$ cat config.mk
export PLATFORM = sky130hd
export DESIGN_NAME = saturating_matrix_multiply_unit
export DESIGN_NICKNAME = d
export VERILOG_FILES = /design/src/hdl/smmu_pkg.sv /design/src/hdl/smmu_ram.sv /design/src/hdl/smmu_datapath.sv /design/src/hdl/smmu_controller.sv /design/src/hdl/saturating_matrix_multiply_unit.sv
export SDC_FILE = /design/constraint.sdc
export NUM_CORES = 1
export LEC_CHECK = 0
export BUFFER_PORTS_ARGS = -buffer_cell sky130_fd_sc_hd__buf_2
export CORE_MARGIN = 3
export CORE_UTILIZATION = 50
export DETAILED_ROUTE_END_ITERATION = 6
export MAX_ROUTING_LAYER = met4
export PLACE_DENSITY = 0.63
export SLEW_MARGIN = 20
export SYNTH_ARGS = -nofsm -noshare
export SYNTH_HDL_FRONTEND = slang
export SYNTH_HIERARCHICAL = 1
export SYNTH_SLANG_ARGS = --single-unit
$ cat constraint.sdc
create_clock -name i_clk -period 6.6 [get_ports i_clk]
set_clock_uncertainty 0.05 [all_clocks]
set_input_delay 1.32 -clock i_clk [delete_from_list [all_inputs] [get_ports i_clk]]
set_output_delay 1.32 -clock i_clk [all_outputs]
set_load 0.01 [all_outputs]
$ cat src/hdl/smmu_pkg.sv
// ---------------------------------------------------------------------------
// smmu_pkg
// Types and constants shared by the matrix multiply controller and datapath.
// ---------------------------------------------------------------------------
package smmu_pkg;

    localparam int VAL_W = 8;                       // element width
    localparam int IDX_W = 3;                       // row, column and k index width
    localparam logic [VAL_W-1:0] SAT_MAX = 8'd255;  // clamp value

    typedef enum logic [1:0] {
        ST_LOAD,    // taking element pairs
        ST_ISSUE,   // issuing k = 0 .. DIM-1 reads for one cell
        ST_DRAIN,   // waiting for the MAC pipe to empty
        ST_EMIT     // handing the cell to the output register
    } t_state;

    typedef struct packed {
        logic             load;       // store an element pair
        logic             load_last;  // pair closes the load
        logic             issue;      // read A[row][k] and B[k][col]
        logic             first;      // first read of a cell, clears the sum
        logic             emit;       // copy the sum to the output register
        logic             last_cell;  // emitted cell is the final one
        logic [IDX_W-1:0] row;
        logic [IDX_W-1:0] col;
        logic [IDX_W-1:0] k;
    } t_dp_cmd;

    typedef struct packed {
        logic pipe_busy;  // products still on their way to the sum
        logic out_free;   // output register can take a result this cycle
    } t_dp_sts;

    function automatic logic [VAL_W-1:0] sat_mul(input logic [VAL_W-1:0] x,
                                                 input logic [VAL_W-1:0] y);
        logic [2*VAL_W-1:0] p;
        p = x * y;
        return (|p[2*VAL_W-1:VAL_W]) ? SAT_MAX : p[VAL_W-1:0];
    endfunction

endpackage

$ cat src/hdl/smmu_ram.sv
// ---------------------------------------------------------------------------
// smmu_ram
// Generic simple dual-port RAM, one write and one registered read port.
// ---------------------------------------------------------------------------
module smmu_ram #(
    parameter int WIDTH = 8,
    parameter int DEPTH = 16
) (
    input  logic                                i_clk,
    input  logic                                i_wr_en,
    input  logic [((DEPTH > 1) ? $clog2(DEPTH) : 1)-1:0] i_wr_addr,
    input  logic [WIDTH-1:0]                    i_wr_data,
    input  logic                                i_rd_en,
    input  logic [((DEPTH > 1) ? $clog2(DEPTH) : 1)-1:0] i_rd_addr,
    output logic [WIDTH-1:0]                    o_rd_data
);

    logic [WIDTH-1:0] r_mem [DEPTH];
    logic [WIDTH-1:0] r_rd_data;

    always_ff @(posedge i_clk) begin
        if (i_wr_en) begin
            r_mem[i_wr_addr] <= i_wr_data;
        end
        if (i_rd_en) begin
            r_rd_data <= r_mem[i_rd_addr];
        end
    end

    assign o_rd_data = r_rd_data;

endmodule

$ cat src/hdl/smmu_datapath.sv
// ---------------------------------------------------------------------------
// smmu_datapath
// Element stores, load counter, MAC pipe with saturation, output register.
// ---------------------------------------------------------------------------
module smmu_datapath
    import smmu_pkg::*;
#(
    parameter int DIM = 4
) (
    input  logic               i_clk,
    input  logic               i_rst_n,
    input  t_dp_cmd            i_cmd,
    input  logic [VAL_W-1:0]   i_a_value,
    input  logic [VAL_W-1:0]   i_b_value,
    input  logic               i_out_ready,
    output t_dp_sts            o_sts,
    output logic               o_out_valid,
    output logic [VAL_W-1:0]   o_c_value,
    output logic [IDX_W-1:0]   o_row_index,
    output logic [IDX_W-1:0]   o_col_index,
    output logic               o_result_last
);

    localparam int CELLS  = DIM * DIM;
    localparam int ADDR_W = (CELLS > 1) ? $clog2(CELLS) : 1;
    localparam int CNT_W  = $clog2(CELLS + 1);

    // load position, saturates at CELLS
    logic [CNT_W-1:0]   r_load_count, n_load_count;
    logic               w_load_wr;

    logic [ADDR_W-1:0]  w_a_rd_addr, w_b_rd_addr;
    logic [VAL_W-1:0]   w_a_rd_data, w_b_rd_data;

    // MAC pipe: s1 = store data ready, s2 = clamped product ready
    logic               r_s1_valid, r_s2_valid;
    logic [VAL_W-1:0]   r_prod;
    logic [VAL_W-1:0]   r_acc, n_acc;
    logic [VAL_W:0]     w_sum;

    logic               r_out_valid;
    logic [VAL_W-1:0]   r_c_value;
    logic [IDX_W-1:0]   r_row_index, r_col_index;
    logic               r_result_last;

    assign w_load_wr = i_cmd.load && (r_load_count < CNT_W'(CELLS));

    always_comb begin
        n_load_count = r_load_count;
        if (i_cmd.load) begin
            if (i_cmd.load_last) begin
                n_load_count = '0;
            end else if (w_load_wr) begin
                n_load_count = CNT_W'(r_load_count + 1'b1);
            end
        end
    end

    assign w_a_rd_addr = ADDR_W'(int'(i_cmd.row) * DIM + int'(i_cmd.k));
    assign w_b_rd_addr = ADDR_W'(int'(i_cmd.k) * DIM + int'(i_cmd.col));

    smmu_ram #(.WIDTH(VAL_W), .DEPTH(CELLS)) u_a_ram (
        .i_clk     (i_clk),
        .i_wr_en   (w_load_wr),
        .i_wr_addr (r_load_count[ADDR_W-1:0]),
        .i_wr_data (i_a_value),
        .i_rd_en   (i_cmd.issue),
        .i_rd_addr (w_a_rd_addr),
        .o_rd_data (w_a_rd_data)
    );

    smmu_ram #(.WIDTH(VAL_W), .DEPTH(CELLS)) u_b_ram (
        .i_clk     (i_clk),
        .i_wr_en   (w_load_wr),
        .i_wr_addr (r_load_count[ADDR_W-1:0]),
        .i_wr_data (i_b_value),
        .i_rd_en   (i_cmd.issue),
        .i_rd_addr (w_b_rd_addr),
        .o_rd_data (w_b_rd_data)
    );

    assign w_sum = {1'b0, r_acc} + {1'b0, r_prod};

    always_comb begin
        n_acc = r_acc;
        if (i_cmd.issue && i_cmd.first) begin
            n_acc = '0;
        end else if (r_s2_valid) begin
            n_acc = w_sum[VAL_W] ? SAT_MAX : w_sum[VAL_W-1:0];
        end
    end

    always_ff @(posedge i_clk) begin
        if (!i_rst_n) begin
            r_load_count <= '0;
            r_s1_valid   <= 1'b0;
            r_s2_valid   <= 1'b0;
            r_out_valid  <= 1'b0;
        end else begin
            r_load_count <= n_load_count;
            r_s1_valid   <= i_cmd.issue;
            r_s2_valid   <= r_s1_valid;
            if (i_cmd.emit) begin
                r_out_valid <= 1'b1;
            end else if (i_out_ready) begin
                r_out_valid <= 1'b0;
            end
        end
    end

    always_ff @(posedge i_clk) begin
        r_prod <= sat_mul(w_a_rd_data, w_b_rd_data);
        r_acc  <= n_acc;
        if (i_cmd.emit) begin
            r_c_value     <= r_acc;
            r_row_index   <= i_cmd.row;
            r_col_index   <= i_cmd.col;
            r_result_last <= i_cmd.last_cell;
        end
    end

    assign o_sts.pipe_busy = r_s1_valid || r_s2_valid;
    assign o_sts.out_free  = !r_out_valid || i_out_ready;

    assign o_out_valid   = r_out_valid;
    assign o_c_value     = r_c_value;
    assign o_row_index   = r_row_index;
    assign o_col_index   = r_col_index;
    assign o_result_last = r_result_last;

endmodule

$ cat src/hdl/smmu_controller.sv
// ---------------------------------------------------------------------------
// smmu_controller
// Sequencer: load phase, then one cell at a time over row, column and k.
// ---------------------------------------------------------------------------
module smmu_controller
    import smmu_pkg::*;
#(
    parameter int DIM = 4
) (
    input  logic     i_clk,
    input  logic     i_rst_n,
    input  logic     i_in_valid,
    input  logic     i_in_last,
    output logic     o_in_ready,
    input  t_dp_sts  i_sts,
    output t_dp_cmd  o_cmd
);

    localparam logic [IDX_W-1:0] IDX_MAX = IDX_W'(DIM - 1);

    t_state           r_state, n_state;
    logic [IDX_W-1:0] r_row, n_row;
    logic [IDX_W-1:0] r_col, n_col;
    logic [IDX_W-1:0] r_k, n_k;
    logic             w_accept;
    logic             w_last_cell;

    assign w_accept    = i_in_valid && (r_state == ST_LOAD);
    assign w_last_cell = (r_row == IDX_MAX) && (r_col == IDX_MAX);

    // next state
    always_comb begin
        n_state = r_state;
        case (r_state)
            ST_LOAD: begin
                if (w_accept && i_in_last) begin
                    n_state = ST_ISSUE;
                end
            end
            ST_ISSUE: begin
                if (r_k == IDX_MAX) begin
                    n_state = ST_DRAIN;
                end
            end
            ST_DRAIN: begin
                if (!i_sts.pipe_busy) begin
                    n_state = ST_EMIT;
                end
            end
            ST_EMIT: begin
                if (i_sts.out_free) begin
                    n_state = w_last_cell ? ST_LOAD : ST_ISSUE;
                end
            end
            default: begin
                n_state = ST_LOAD;
            end
        endcase
    end

    // cell and k counters
    always_comb begin
        n_row = r_row;
        n_col = r_col;
        n_k   = r_k;
        case (r_state)
            ST_LOAD: begin
                n_row = '0;
                n_col = '0;
                n_k   = '0;
            end
            ST_ISSUE: begin
                n_k = (r_k == IDX_MAX) ? '0 : IDX_W'(r_k + 1'b1);
            end
            ST_EMIT: begin
                if (i_sts.out_free) begin
                    if (r_col == IDX_MAX) begin
                        n_col = '0;
                        n_row = IDX_W'(r_row + 1'b1);
                    end else begin
                        n_col = IDX_W'(r_col + 1'b1);
                    end
                end
            end
            default: begin
            end
        endcase
    end

    // outputs
    always_comb begin
        o_in_ready      = 1'b0;
        o_cmd           = '0;
        o_cmd.row       = r_row;
        o_cmd.col       = r_col;
        o_cmd.k         = r_k;
        o_cmd.last_cell = w_last_cell;
        case (r_state)
            ST_LOAD: begin
                o_in_ready      = 1'b1;
                o_cmd.load      = w_accept;
                o_cmd.load_last = i_in_last;
            end
            ST_ISSUE: begin
                o_cmd.issue = 1'b1;
                o_cmd.first = (r_k == '0);
            end
            ST_EMIT: begin
                o_cmd.emit = i_sts.out_free;
            end
            default: begin
            end
        endcase
    end

    always_ff @(posedge i_clk) begin
        if (!i_rst_n) begin
            r_state <= ST_LOAD;
            r_row   <= '0;
            r_col   <= '0;
            r_k     <= '0;
        end else begin
            r_state <= n_state;
            r_row   <= n_row;
            r_col   <= n_col;
            r_k     <= n_k;
        end
    end

endmodule

$ cat src/hdl/saturating_matrix_multiply_unit.sv
// ---------------------------------------------------------------------------
// saturating_matrix_multiply_unit
// DIM x DIM unsigned 8-bit matrix multiply with saturating products and sums.
//
// Channel   Dir  tdata (low bit up)                 tlast
// s_axis    in   a_value[7:0] b_value[15:8]         load_last
// m_axis    out  c_value[7:0] row[10:8] col[13:11]  result_last
//                zero [15:14]
//
// Cycles: one load transaction per cycle while loading. After the transaction
//   that carries tlast, the DIM*DIM cells are worked one at a time: DIM reads
//   (k = 0 .. DIM-1), a MAC pipe drain and a hand-off to the output register,
//   with no overlap between cells, set by the single shared
//   multiply-accumulate unit and the one read port on each element store.
// Reset: synchronous, active low; clears the sequencer, load counter and
//   valid flags. The element stores are not cleared (no clearing pass).
// Stalls: a held m_axis_tready freezes the sequencer at the next cell hand-off;
//   s_axis_tready is low from the closing load transaction until the last
//   cell has been handed to the output register.
// ---------------------------------------------------------------------------
module saturating_matrix_multiply_unit
    import smmu_pkg::*;
#(
    parameter int DIM = 4
) (
    input  logic        i_clk,
    input  logic        i_rst_n,
    // slave side: element pairs
    input  logic        s_axis_tvalid,
    output logic        s_axis_tready,
    input  logic [15:0] s_axis_tdata,   // a_value[7:0], b_value[15:8]
    input  logic        s_axis_tlast,   // load_last
    // master side: result elements
    output logic        m_axis_tvalid,
    input  logic        m_axis_tready,
    output logic [15:0] m_axis_tdata,   // c_value[7:0], row_index[10:8],
                                        // col_index[13:11], zero[15:14]
    output logic        m_axis_tlast    // result_last
);

    t_dp_cmd          w_cmd;
    t_dp_sts          w_sts;
    logic [VAL_W-1:0] w_c_value;
    logic [IDX_W-1:0] w_row_index;
    logic [IDX_W-1:0] w_col_index;

    // sequencer: load, issue reads per cell, drain, hand off
    smmu_controller #(.DIM(DIM)) u_ctrl (
        .i_clk      (i_clk),
        .i_rst_n    (i_rst_n),
        .i_in_valid (s_axis_tvalid),
        .i_in_last  (s_axis_tlast),
        .o_in_ready (s_axis_tready),
        .i_sts      (w_sts),
        .o_cmd      (w_cmd)
    );

    // stores, MAC pipe and output register
    smmu_datapath #(.DIM(DIM)) u_dp (
        .i_clk         (i_clk),
        .i_rst_n       (i_rst_n),
        .i_cmd         (w_cmd),
        .i_a_value     (s_axis_tdata[7:0]),
        .i_b_value     (s_axis_tdata[15:8]),
        .i_out_ready   (m_axis_tready),
        .o_sts         (w_sts),
        .o_out_valid   (m_axis_tvalid),
        .o_c_value     (w_c_value),
        .o_row_index   (w_row_index),
        .o_col_index   (w_col_index),
        .o_result_last (m_axis_tlast)
    );

    assign m_axis_tdata = {2'b00, w_col_index, w_row_index, w_c_value};

endmodule

# Word level (Yosys, flattened, before mapping)
# Memory sizes are Yosys's and may differ from the RTL's. A register that Yosys moved wholly into a read port is not among the register bits.
# Index checks and enable logic that the tools add are counted.
# W data, S select, Z words.
dict set report classes {
  n_reduce_logical 19
  n_addsub 7
  muxes 25
  multipliers 1
  magnitude_cmp 1
  n_eq_ne 11
}
# cell count
set ops {}
lappend ops {{$pmux W3 S2} 3}
lappend ops {{$mul A8 B8 Y16} 1}
lappend ops {{$mux W3} 5}
lappend ops {{$mux W2} 6}
lappend ops {{$mux W5} 2}
lappend ops {{$add A3 B1 Y3 const B} 3}
lappend ops {{$add A8 B8 Y9} 1}
lappend ops {{$eq A3 B2 Y1 const B} 3}
lappend ops {{$add A4 B3 Y4} 2}
lappend ops {{$mux W8} 1}
lappend ops {{$pmux W2 S4} 1}
lappend ops {{$reduce_bool A2 Y1} 4}
lappend ops {{$reduce_or A8 Y1} 1}
lappend ops {{$mux W1} 7}
lappend ops {{$ne A2 B1 Y1 const B} 3}
lappend ops {{$add A5 B1 Y5 const B} 1}
lappend ops {{$logic_and A1 B1 Y1} 5}
lappend ops {{$lt A5 B5 Y1 const B} 1}
lappend ops {{$eq A2 B2 Y1 const B} 2}
lappend ops {{$ne A2 B2 Y1 const B} 2}
lappend ops {{$reduce_and A2 Y1} 2}
lappend ops {{$reduce_and A4 Y1} 1}
lappend ops {{$logic_not A3 Y1} 1}
lappend ops {{$reduce_and A3 Y1} 1}
lappend ops {{other kinds (4)} 5}
dict set report totals {
  reg_bits 50
  ramBits 256
  mem_count 2
}
# name depth width rd rd_ports_with_merged_regs write_ports line
set mem_list {}
lappend mem_list {u_dp.u_a_ram.r_mem 16 8 1 1 1 smmu_ram.sv:18} ;# logic [WIDTH-1:0] r_mem [DEPTH];
lappend mem_list {u_dp.u_b_ram.r_mem 16 8 1 1 1 smmu_ram.sv:18}

# Logic depth before layout (Yosys ltp)
# Gate-level depths: netlist of the first run.
dict set report depth {
  word_depth 6
  depth_mapped 17
}

# By module
# Netlist of the first run, hierarchy kept.
# module area_each_um2 seq_area_each_um2 n_inst cells_per_inst
set by_module_without_submodules {}
lappend by_module_without_submodules {smmu_ram 5227.5 4083.9 2 229}
lappend by_module_without_submodules {smmu_datapath 3699.8 930.9 1 386}
lappend by_module_without_submodules {smmu_controller 633.1 220.2 1 75}
lappend by_module_without_submodules {saturating_matrix_multiply_unit 18.8 0.0 1 3}

# Least setup slack after synthesis of the first run
# No wires, ideal clock.
dict set report synth_path {
  path_type {register to register}
  from {register u_dp.u_a_ram.r_rd_data[4] (netlist: u_dp/u_a_ram/o_rd_data[4]) (read register of u_dp.u_a_ram.r_mem)}
  to {register u_dp.r_prod[5]}
  arrival_ps 4398
  path_buffers 1
  required_time_ps 6413
  setup_slack_ps 2015
  path_stages_with_launch 16
  cell_sequence {edfxtp_1 -> clkbuf_1 -> nand2_1 -> fa_1 -> fa_1 -> fa_1 -> fa_1 -> inv_1 -> ha_1 -> and3_1 -> a221oi_2 -> xor2_1 -> o2111ai_1 -> and4bb_1 -> nor4b_4 -> o21ai_1}
}
dict set report synth_via {
  elab_chain_cells 2
}
# item line
set synth_rtl {}
lappend synth_rtl {{from (decl)} smmu_ram.sv:19} ;# logic [WIDTH-1:0] r_rd_data;
lappend synth_rtl {{$mul A8 B8 Y16 *} smmu_pkg.sv:38} ;# p = x * y;
lappend synth_rtl {{$reduce_or A8 Y1} smmu_pkg.sv:39} ;# return (|p[2*VAL_W-1:VAL_W]) ? SAT_MAX : p[VAL_W-1:0];
lappend synth_rtl {{to (signal assigned)} smmu_datapath.sv:112} ;# r_prod <= sat_mul(w_a_rd_data, w_b_rd_data);
lappend synth_rtl {{to (decl)} smmu_datapath.sv:37} ;# logic [VAL_W-1:0] r_prod;
# Mark *: on every way between the ends. The rest lies on a longest branch, timed or not.
# A chain may end at the register's enable or synchronous reset.

# Worst setup path in the final report of the first run
dict set report layout_path {
  from {register u_dp.u_a_ram.r_rd_data[0] (netlist: u_dp/u_a_ram/o_rd_data[0]) (read register of u_dp.u_a_ram.r_mem)}
  to {register u_dp.r_prod[5]}
}
# The elaborated chain is that of the path after synthesis.

==> results of run 1 <==
## flip-flops by register name (all words and copies together), names as in the netlist, 2 cells and up
name,cells
u_ctrl/r_row,3
u_dp/o_col_index,3
u_dp/o_c_value,8
u_dp/o_row_index,3
u_dp/u_b_ram/r_mem,128
u_dp/r_prod,8
u_dp/r_acc,8
u_dp/r_load_count,5
u_ctrl/r_col,3
u_ctrl/r_k,3
u_dp/u_b_ram/o_rd_data,8
u_ctrl/r_state,2
u_dp/u_a_ram/r_mem,128
u_dp/u_a_ram/o_rd_data,8
## stage by stage
| step | instance area, µm² | worst slack, ps |
|---|---|---|
| 6_report | 16500 | 1620 |
| 5_1_grt | 16500 | 1250 |
| 4_1_cts | 16500 | 1570 |
| 3_5_place_dp | 15400 | 1580 |
| 3_3_place_gp | 15400 | 1690 |
| 2_1_floorplan | 14800 | 2020 |
## how the worst max path moves through the flow
stage | from | endpoint | slack, ps | cells after the start
2_1_floorplan | u_dp/u_a_ram/o_rd_data[4] | u_dp/r_prod[5] | 2020 | 15
3_3_place_gp | u_dp/u_a_ram/o_rd_data[0] | u_dp/r_prod[7] | 1690 | 14
3_5_place_dp | u_dp/u_a_ram/o_rd_data[0] | u_dp/r_prod[5] | 1580 | 14
4_1_cts | u_dp/u_a_ram/o_rd_data[0] | u_dp/r_prod[5] | 1570 | 14
5_1_grt | u_dp/u_a_ram/o_rd_data[0] | u_dp/r_prod[5] | 1250 | 14
6_report | u_dp/u_a_ram/o_rd_data[0] | u_dp/r_prod[5] | 1620 | 14
## cell type report
type | count | area, µm²
fillers | 2281 | 12500
clock inverters | 15 | 116
well taps | 384 | 480
multi-input cells | 507 | 5050
clock buffers | 49 | 981
inverters | 70 | 263
repair buffers | 45 | 245
flip-flops and latches | 322 | 9320
## cell families (layout without fill, tap and decap cells)
| family | after synthesis | in the layout | synth area share |
|---|---|---|---|
| adders and majority gates | 93 | 93 | 0.0973 |
| and+or+nand+nor | 221 | 221 | 0.0759 |
| AOI/OAI and AO/OA | 111 | 111 | 0.0519 |
| muxes | 66 | 66 | 0.106 |
| buffers and inverters | 94 | 179 | 0.0312 |
| DFF | 322 | 322 | 0.629 |
| other | 1 | 2 | 0.000253 |
| xor gates and xnor gates | 14 | 14 | 0.00828 |
## worst max-delay path: stages, from the launching register on
cell,delay [ps]
edfxtp_1,480
nand2_1,120
fa_1,530
fa_1,530
fa_1,520
fa_1,540
inv_1,40
ha_1,350
and3_1,210
a221oi_2,340
xor2_1,170
o2111ai_1,120
and4bb_1,290
nor4b_4,430
o21ai_1,130
## cells in the final DEF (no fill, tap or decap), types with 14 or more instances in the layout
| master | synthesis | final |
|---|---|---|
| a21oi_1 | 25 | 25 |
| a22oi_1 | 34 | 34 |
| and2_1 | 38 | 38 |
| buf_2 | 6 | 37 |
| clkbuf_16 | 0 | 37 |
| dfxtp_1 | 35 | 33 |
| edfxtp_1 | 287 | 287 |
| fa_1 | 37 | 37 |
| ha_1 | 56 | 56 |
| inv_1 | 70 | 70 |
| mux4_1 | 28 | 28 |
| mux4_2 | 36 | 36 |
| nand2_1 | 73 | 73 |
| nor2_1 | 40 | 40 |
| o21ai_0 | 14 | 14 |
## report_power, final
part	internal, µW	total [µW]	switching [µW]
logic	1570	3540	1970
registers	2380	2490	114
clock network	1090	1840	755
total	5030	7870	2840
## metal layers
layer	global-route usage	up-vias	share of wire
li1	-	3635	-
met1	0.263	3944	0.45
met5	-	-	0
met4	0.0402	0	0.013
met2	0.294	195	0.48
met3	0.0326	32	0.058
==> out/metrics.yaml, run 1 <==
ys_seq_elements: 322
tightest_slew_ps: 1000
outcome: "finished clean"
hp-class: "register to register"
cts_htree_levels: 2
fp.dieH_um: 178
ys_async_sr_fraction: 0
slew_headroom: 0.331
grt_start_max_net_pins: 37
hold_start: "u_dp/r_s1_valid"
stdcell_count: 1392
gp_congestion: 0.818
synth_edf_count: 287
clk_latency_ps: 510
coreArea_mm2: 0.0289
dpl.hpwl_mm: 18.6
first_pass_iters: 5
holdWs_ps: 399
root_buffer: "clkbuf_16"
drc: 0
fmax_mhz: 201
synth_area_mm2: 0.0148
drive_gt1_frac: 0.142
crit_type: "register to register"
synthTopCellsByCount: "edfxtp_1, nand2_1, inv_1"
drtIter0Drc: 611
cts_tree: "yes"
avgViaCountPerCell: 5.61
grt.total_usage: 0.188
grt_pass1_vias: 7867
areaGrowthSynthToFinish_pct: 11.1
power_density_mw_per_mm2: 478
port_buffers: 37
drtAntennaViolNets: 0
die_area_mm2: 0.0317
synth_ff_type: "edfxtp_1"
ir_worst_vdd_mv: 0.484
post_drt_wl_per_cell_um: 20.2
setup_viol: 0
cellLeakagePower_uw: 0.00585
period_share: 0.754
reg2reg_depth: 14
dp_cells: 1328
cts_sinks: 322
path_clk_slew_ps: 60
cts_resized: 0
die_x_um: 178
antenna_cells: 0
antenna_found_initial: 0
synth_cells: 922
vias: 7806
ys_seq_area_frac: 0.629
synth_largest_area_cell: "edfxtp_1"
numCtsBuffers: 35
hold_violations: 0
cts_setup_buffers: 0
holdBufCountCts: 0
fin_util: 0.569
row_count: 62
holdPathEnd: "u_dp/r_s2_valid"
ys_warn_count: 6
grt_pass1_wl_mm: 44.3
end_kind: "register"
critical_path_arrival_ps: 5290
yosys-top-cells-area: "edfxtp_1, mux4_2, fa_1, mux4_1, dfxtp_1"
report.final.slew_viol_count: 0
hold_path_depth: 1
crit_required_ps: 6920
wl_mm: 28.2
rrSetupSlack_ps: 1620
setup-tns-final_ps: 0
post-synth-top-count-cell: "edfxtp_1"
r2r_start: "u_dp/u_a_ram/o_rd_data[0]"
drv_cap: 0
grt_setup_unrepaired: "no"
clock_path_buffers: 3
ys_types: 61
avgSynthCellArea_um2: 16.1
fin_crit_ps: 4980
totalPowerFinal_uw: 7870
cp_max_fo: 8
io_pins: 40
overflow: 0
synth_top_area_frac: 0.582
start_util: 0.512
worstReg2RegEnd: "u_dp/r_prod[5]"
startpoint_type: "register"
final_net_count: 1095
(Power assumes the default switching activity.)
==> run 2: changes to the inputs <==
- clock period: 6.6 -> 4.9 ns (I/O delays scaled with it)
==> run 2 against run 1 <==
Utilization up 0.19 points; non-clock buffer count rose by 8; combinational power grew 50%; highest routed layer unchanged; largest power group unchanged; critical path type unchanged; worst setup slack worse by 1400 ps; cell count increased by 0.22%.
==> out/metrics.yaml, run 2 (synthesis results as in run 1) <==
outcome: "finished clean"
clk_latency_ps: 500
startpoint_type: "register"
n_fill_cell: 2294
drive_gt1_frac: 0.152
crit_chain: "nand2_1 -> fa_1 -> fa_1 -> fa_1 -> fa_1 -> inv_1 -> ha_1 -> or2_1 -> a21oi_1 -> a21oi_1 -> xnor2_1 -> o2111ai_2 -> nor4b_4 -> buf_6 -> o21ai_1"
period_share: 0.956
slew_headroom: 0.317
wl_mm: 28.5
multi_input_area_mm2: 0.00511
cts_htree_levels: 2
crit_required_ps: 5230
grt_pass1_wl_mm: 45.0
power_density_mw_per_mm2: 670
coreArea_mm2: 0.0289
dpl.hpwl_mm: 19.0
drc: 0
fp.dieH_um: 178
grt_pass1_vias: 8088
areaGrowthSynthToFinish_pct: 11.5
antenna_found_initial: 0
grt.total_usage: 0.190
port_buffers: 37
worst_path_most_repeated_cell: "fa_1"
fmax_mhz: 214
cts_sinks: 322
fin_crit_ps: 4680
cpMaxStageDelayCell: "fa_1"
reg_top3: "u_dp/u_a_ram/r_mem (128), u_dp/u_b_ram/r_mem (128)"
root_buffer: "clkbuf_16"
layout_commonest_cell: "edfxtp_1"
die_area_mm2: 0.0317
cellLeakagePower_uw: 0.00586
overflow: 0
antenna_cells: 0
first_pass_iters: 5
report.final.slew_viol_count: 0
gp_congestion: 0.820
placed_cell_area_mm2: 0.0154
avgViaCountPerCell: 5.64
path_clk_slew_ps: 60
seqCellArea_mm2: 0.00932
final_cell_mix: "edfxtp_1, nand2_1, inv_1"
setup_viol: 0
finalInstanceArea_mm2: 0.0165
final_net_count: 1102
cp_top_family: "adder cells"
hp-class: "register to register"
ir_worst_vdd_mv: 0.682
numCtsBuffers: 34
dp_cells: 1335
critical_path_arrival_ps: 5020
hold_violations: 0
cp_max_fo: 8
clock_path_buffers: 3
end_kind: "register"
holdBufCountCts: 0
start_util: 0.512
post_drt_wl_per_cell_um: 20.4
io_pins: 40
drtAntennaViolNets: 0
drtIter0Drc: 634
grt_start_max_net_pins: 36
cts_tree: "yes"
tightest_slew_ps: 1020
vias: 7873
crit_type: "register to register"
path_buf_inv: 2
slowest_delay_ps: 580
stdcell_count: 1395
row_count: 62
drv_cap: 0
die_x_um: 178
[run 2: area by class of cell]
| cell class | instances | area share |
|---|---|---|
| inverters | 70 | 0.0159 |
| well taps | 384 | 0.0291 |
| multi-input cells | 507 | 0.309 |
| repair buffers | 53 | 0.0187 |
| clock inverters | 15 | 0.00796 |
| clock buffers | 44 | 0.0544 |
| flip-flops and latches | 322 | 0.565 |
[run 2: final timing paths]
kind	from	end	slack, ps	cells after the start
max	u_dp/u_b_ram/o_rd_data[4]	u_dp/r_prod[5]	220	15
min	u_dp/r_s1_valid	u_dp/r_s2_valid	410	1
max reg2reg	u_dp/u_b_ram/o_rd_data[4]	u_dp/r_prod[5]	220	15
min reg2reg	u_dp/r_s1_valid	u_dp/r_s2_valid	410	1
[run 2: metal layers]
metal,up-vias,share of wire,global-route usage
li1,3637,-,-
met1,4007,0.44,0.259
met2,188,0.49,0.309
met3,41,0.048,0.0283
met5,-,0,-
met4,0,0.017,0.0409
[run 2: worst reg2reg max path, delay by kind of cell, from the launching register on]
| kind | cells | cell delay, ps |
|---|---|---|
| fa+ha+maj | 5 | 2420 |
| simple gates | 3 | 680 |
| flops | 1 | 510 |
| compound gates | 4 | 460 |
| xor+xnor | 1 | 230 |
| buf+inv | 2 | 200 |
[run 2: power by group]
part	leakage, µW	internal, µW	switching [µW]
logic	0.00248	2430	2870
registers	0.00288	3200	175
clock network	0.000503	1400	984
[run 2: stage by stage]
stage	total power [µW]	utilization	TNS (ps)	setup WS (ps)	hold WS, ps
after detailed placement	8260	0.532	0	109	395
after global placement	8260	0.532	0	182	384
final	11100	0.571	0	217	405
after CTS	10700	0.568	0	101	409
after global routing	12000	0.571	-10.4	-10.4	435
after floorplan	7240	-	0	315	371
[run 2: timing repair]
item,CTS,global route
setup endpoints to repair,0,8
resized for setup,0,11
buffers inserted,0,1
==> run 3: changes to the inputs <==
- CORE_UTILIZATION: 50 -> 60
- PLACE_DENSITY: 0.63 -> 0.74
==> run 3 against run 2 <==
Utilization rose by 12 points; final area fell by 0.43%; sequential share of layout area grew 0.24 points; largest cell class unchanged; clock power decreased by 5%; highest routed layer unchanged; combinational power fell by 0.9%.
==> out/metrics.yaml, run 3 (synthesis results as in run 1) <==
tightest_slew_ps: 1030
crit_required_ps: 5300
port_buffers: 37
power_density_mw_per_mm2: 661
clock_path_buffers: 3
layout_commonest_cell: "edfxtp_1"
numCtsBuffers: 31
cts_tree: "yes"
root_buffer: "clkbuf_16"
fp.dieH_um: 163
first_pass_iters: 5
wl_mm: 27.8
switching_share: 0.367
grt_pass1_wl_mm: 44.5
switchingPower_uw: 3990
hp-class: "register to register"
row_count: 56
end_kind: "register"
setup_viol: 0
fin_crit_ps: 4680
hold_path_depth: 1
cellLeakagePower_uw: 0.00589
hold_violations: 0
fin_util: 0.688
finalInstanceArea_mm2: 0.0164
fmax_mhz: 214
grt_pass1_vias: 7954
seq_power_share: 0.309
grt_start_max_net_pins: 26
setup-tns-final_ps: 0
vias: 7949
placed_cell_area_mm2: 0.0153
slew_headroom: 0.315
cp_max_fo: 8
critical_path_arrival_ps: 5080
io_pins: 40
die_area_mm2: 0.0266
dpl.hpwl_mm: 18.6
final_net_count: 1112
start_util: 0.620
outcome: "finished clean"
fin_ws_ps: 224
antenna_found_initial: 0
reg_top3: "u_dp/u_a_ram/r_mem (128), u_dp/u_b_ram/r_mem (128)"
detailedPlace.worstSlack_ps: 57.6
path_clk_slew_ps: 60
grt.total_usage: 0.222
stdcell_count: 1341
crit_type: "register to register"
grt_setup_unrepaired: "no"
die_x_um: 163
cts_htree_levels: 1
drv_cap: 0
report.final.slew_viol_count: 0
combPwrFrac: 0.483
coreArea_mm2: 0.0239
internal_power_uw: 6880
startpoint_type: "register"
avgViaCountPerCell: 5.93
reg2reg_depth: 15
drc: 0
final_cell_mix: "edfxtp_1, nand2_1, inv_1"
antenna_cells: 0
clkPwrFrac: 0.207
cts_sinks: 322
period_share: 0.954
drtAntennaViolNets: 0
overflow: 0
gp_congestion: 0.858
dp_cells: 1272
clk_latency_ps: 570
ir_worst_vdd_mv: 0.899
post_drt_wl_per_cell_um: 20.7
drive_gt1_frac: 0.160
drtIter0Drc: 684
areaGrowthSynthToFinish_pct: 11.0
==> run 3: layer usage <==
layer | part of all wire | vias to the layer above | track usage
met1 | 0.43 | 4002 | 0.313
met5 | 0 | - | -
met4 | 0.016 | 0 | 0.0419
li1 | - | 3659 | -
met3 | 0.061 | 35 | 0.0355
met2 | 0.50 | 253 | 0.356
==> run 3: path summary, 6_finish.rpt <==
check / slack, ps / startpoint / endpoint
setup / recovery: 220 / u_dp/u_b_ram/o_rd_data[2] / u_dp/r_prod[5]
hold / removal: 410 / u_dp/r_s1_valid / u_dp/r_s2_valid
setup reg to reg: 220 / u_dp/u_b_ram/o_rd_data[2] / u_dp/r_prod[5]
hold reg to reg: 410 / u_dp/r_s1_valid / u_dp/r_s2_valid
==> run 3: what timing repair did <==
item,in CTS,in global routing
hold buffers,0,0
buffers inserted,0,12
setup endpoints to repair,0,8
gates resized for setup,0,7
==> run 3: area by class of cell <==
type / instances / area, µm²
Clock buffer: 37 / 798
Clock inverter: 20 / 171
Fill cell: 1597 / 7450
Inverter: 70 / 263
Multi-Input combinational cell: 507 / 5080
Sequential cell: 322 / 9320
Tap cell: 319 / 399
Timing Repair Buffer: 66 / 407
==> run 3: per-stage QoR <==
stage	hold slack [ps]	total power [µW]
floorplan	371	7240
global placement	383	8210
detailed placement	402	8260
CTS	415	10500
global route	433	11700
finish	408	10900
==> run 3: power groups by stage <==
stage / combinational (µW) / sequential, µW / clock, µW
floorplan: 3890 / 3350 / 0
global placement: 4790 / 3420 / 0
detailed placement: 4830 / 3430 / 0
CTS: 4870 / 3380 / 2290
global route: 5920 / 3390 / 2420
finish: 5250 / 3360 / 2250
==> run 3: critical path, stage by stage, from the launching register on <==
cell and delay (ps):
edfxtp_1 480, nand2_1 130, fa_1 440, fa_1 580, fa_1 450, fa_1 540
inv_1 40, ha_2 320, and3_4 200, a221oi_4 300, xor2_1 190, o2111ai_1 120
and4bb_1 280, nor4b_4 220, buf_6 170, o21ai_1 60
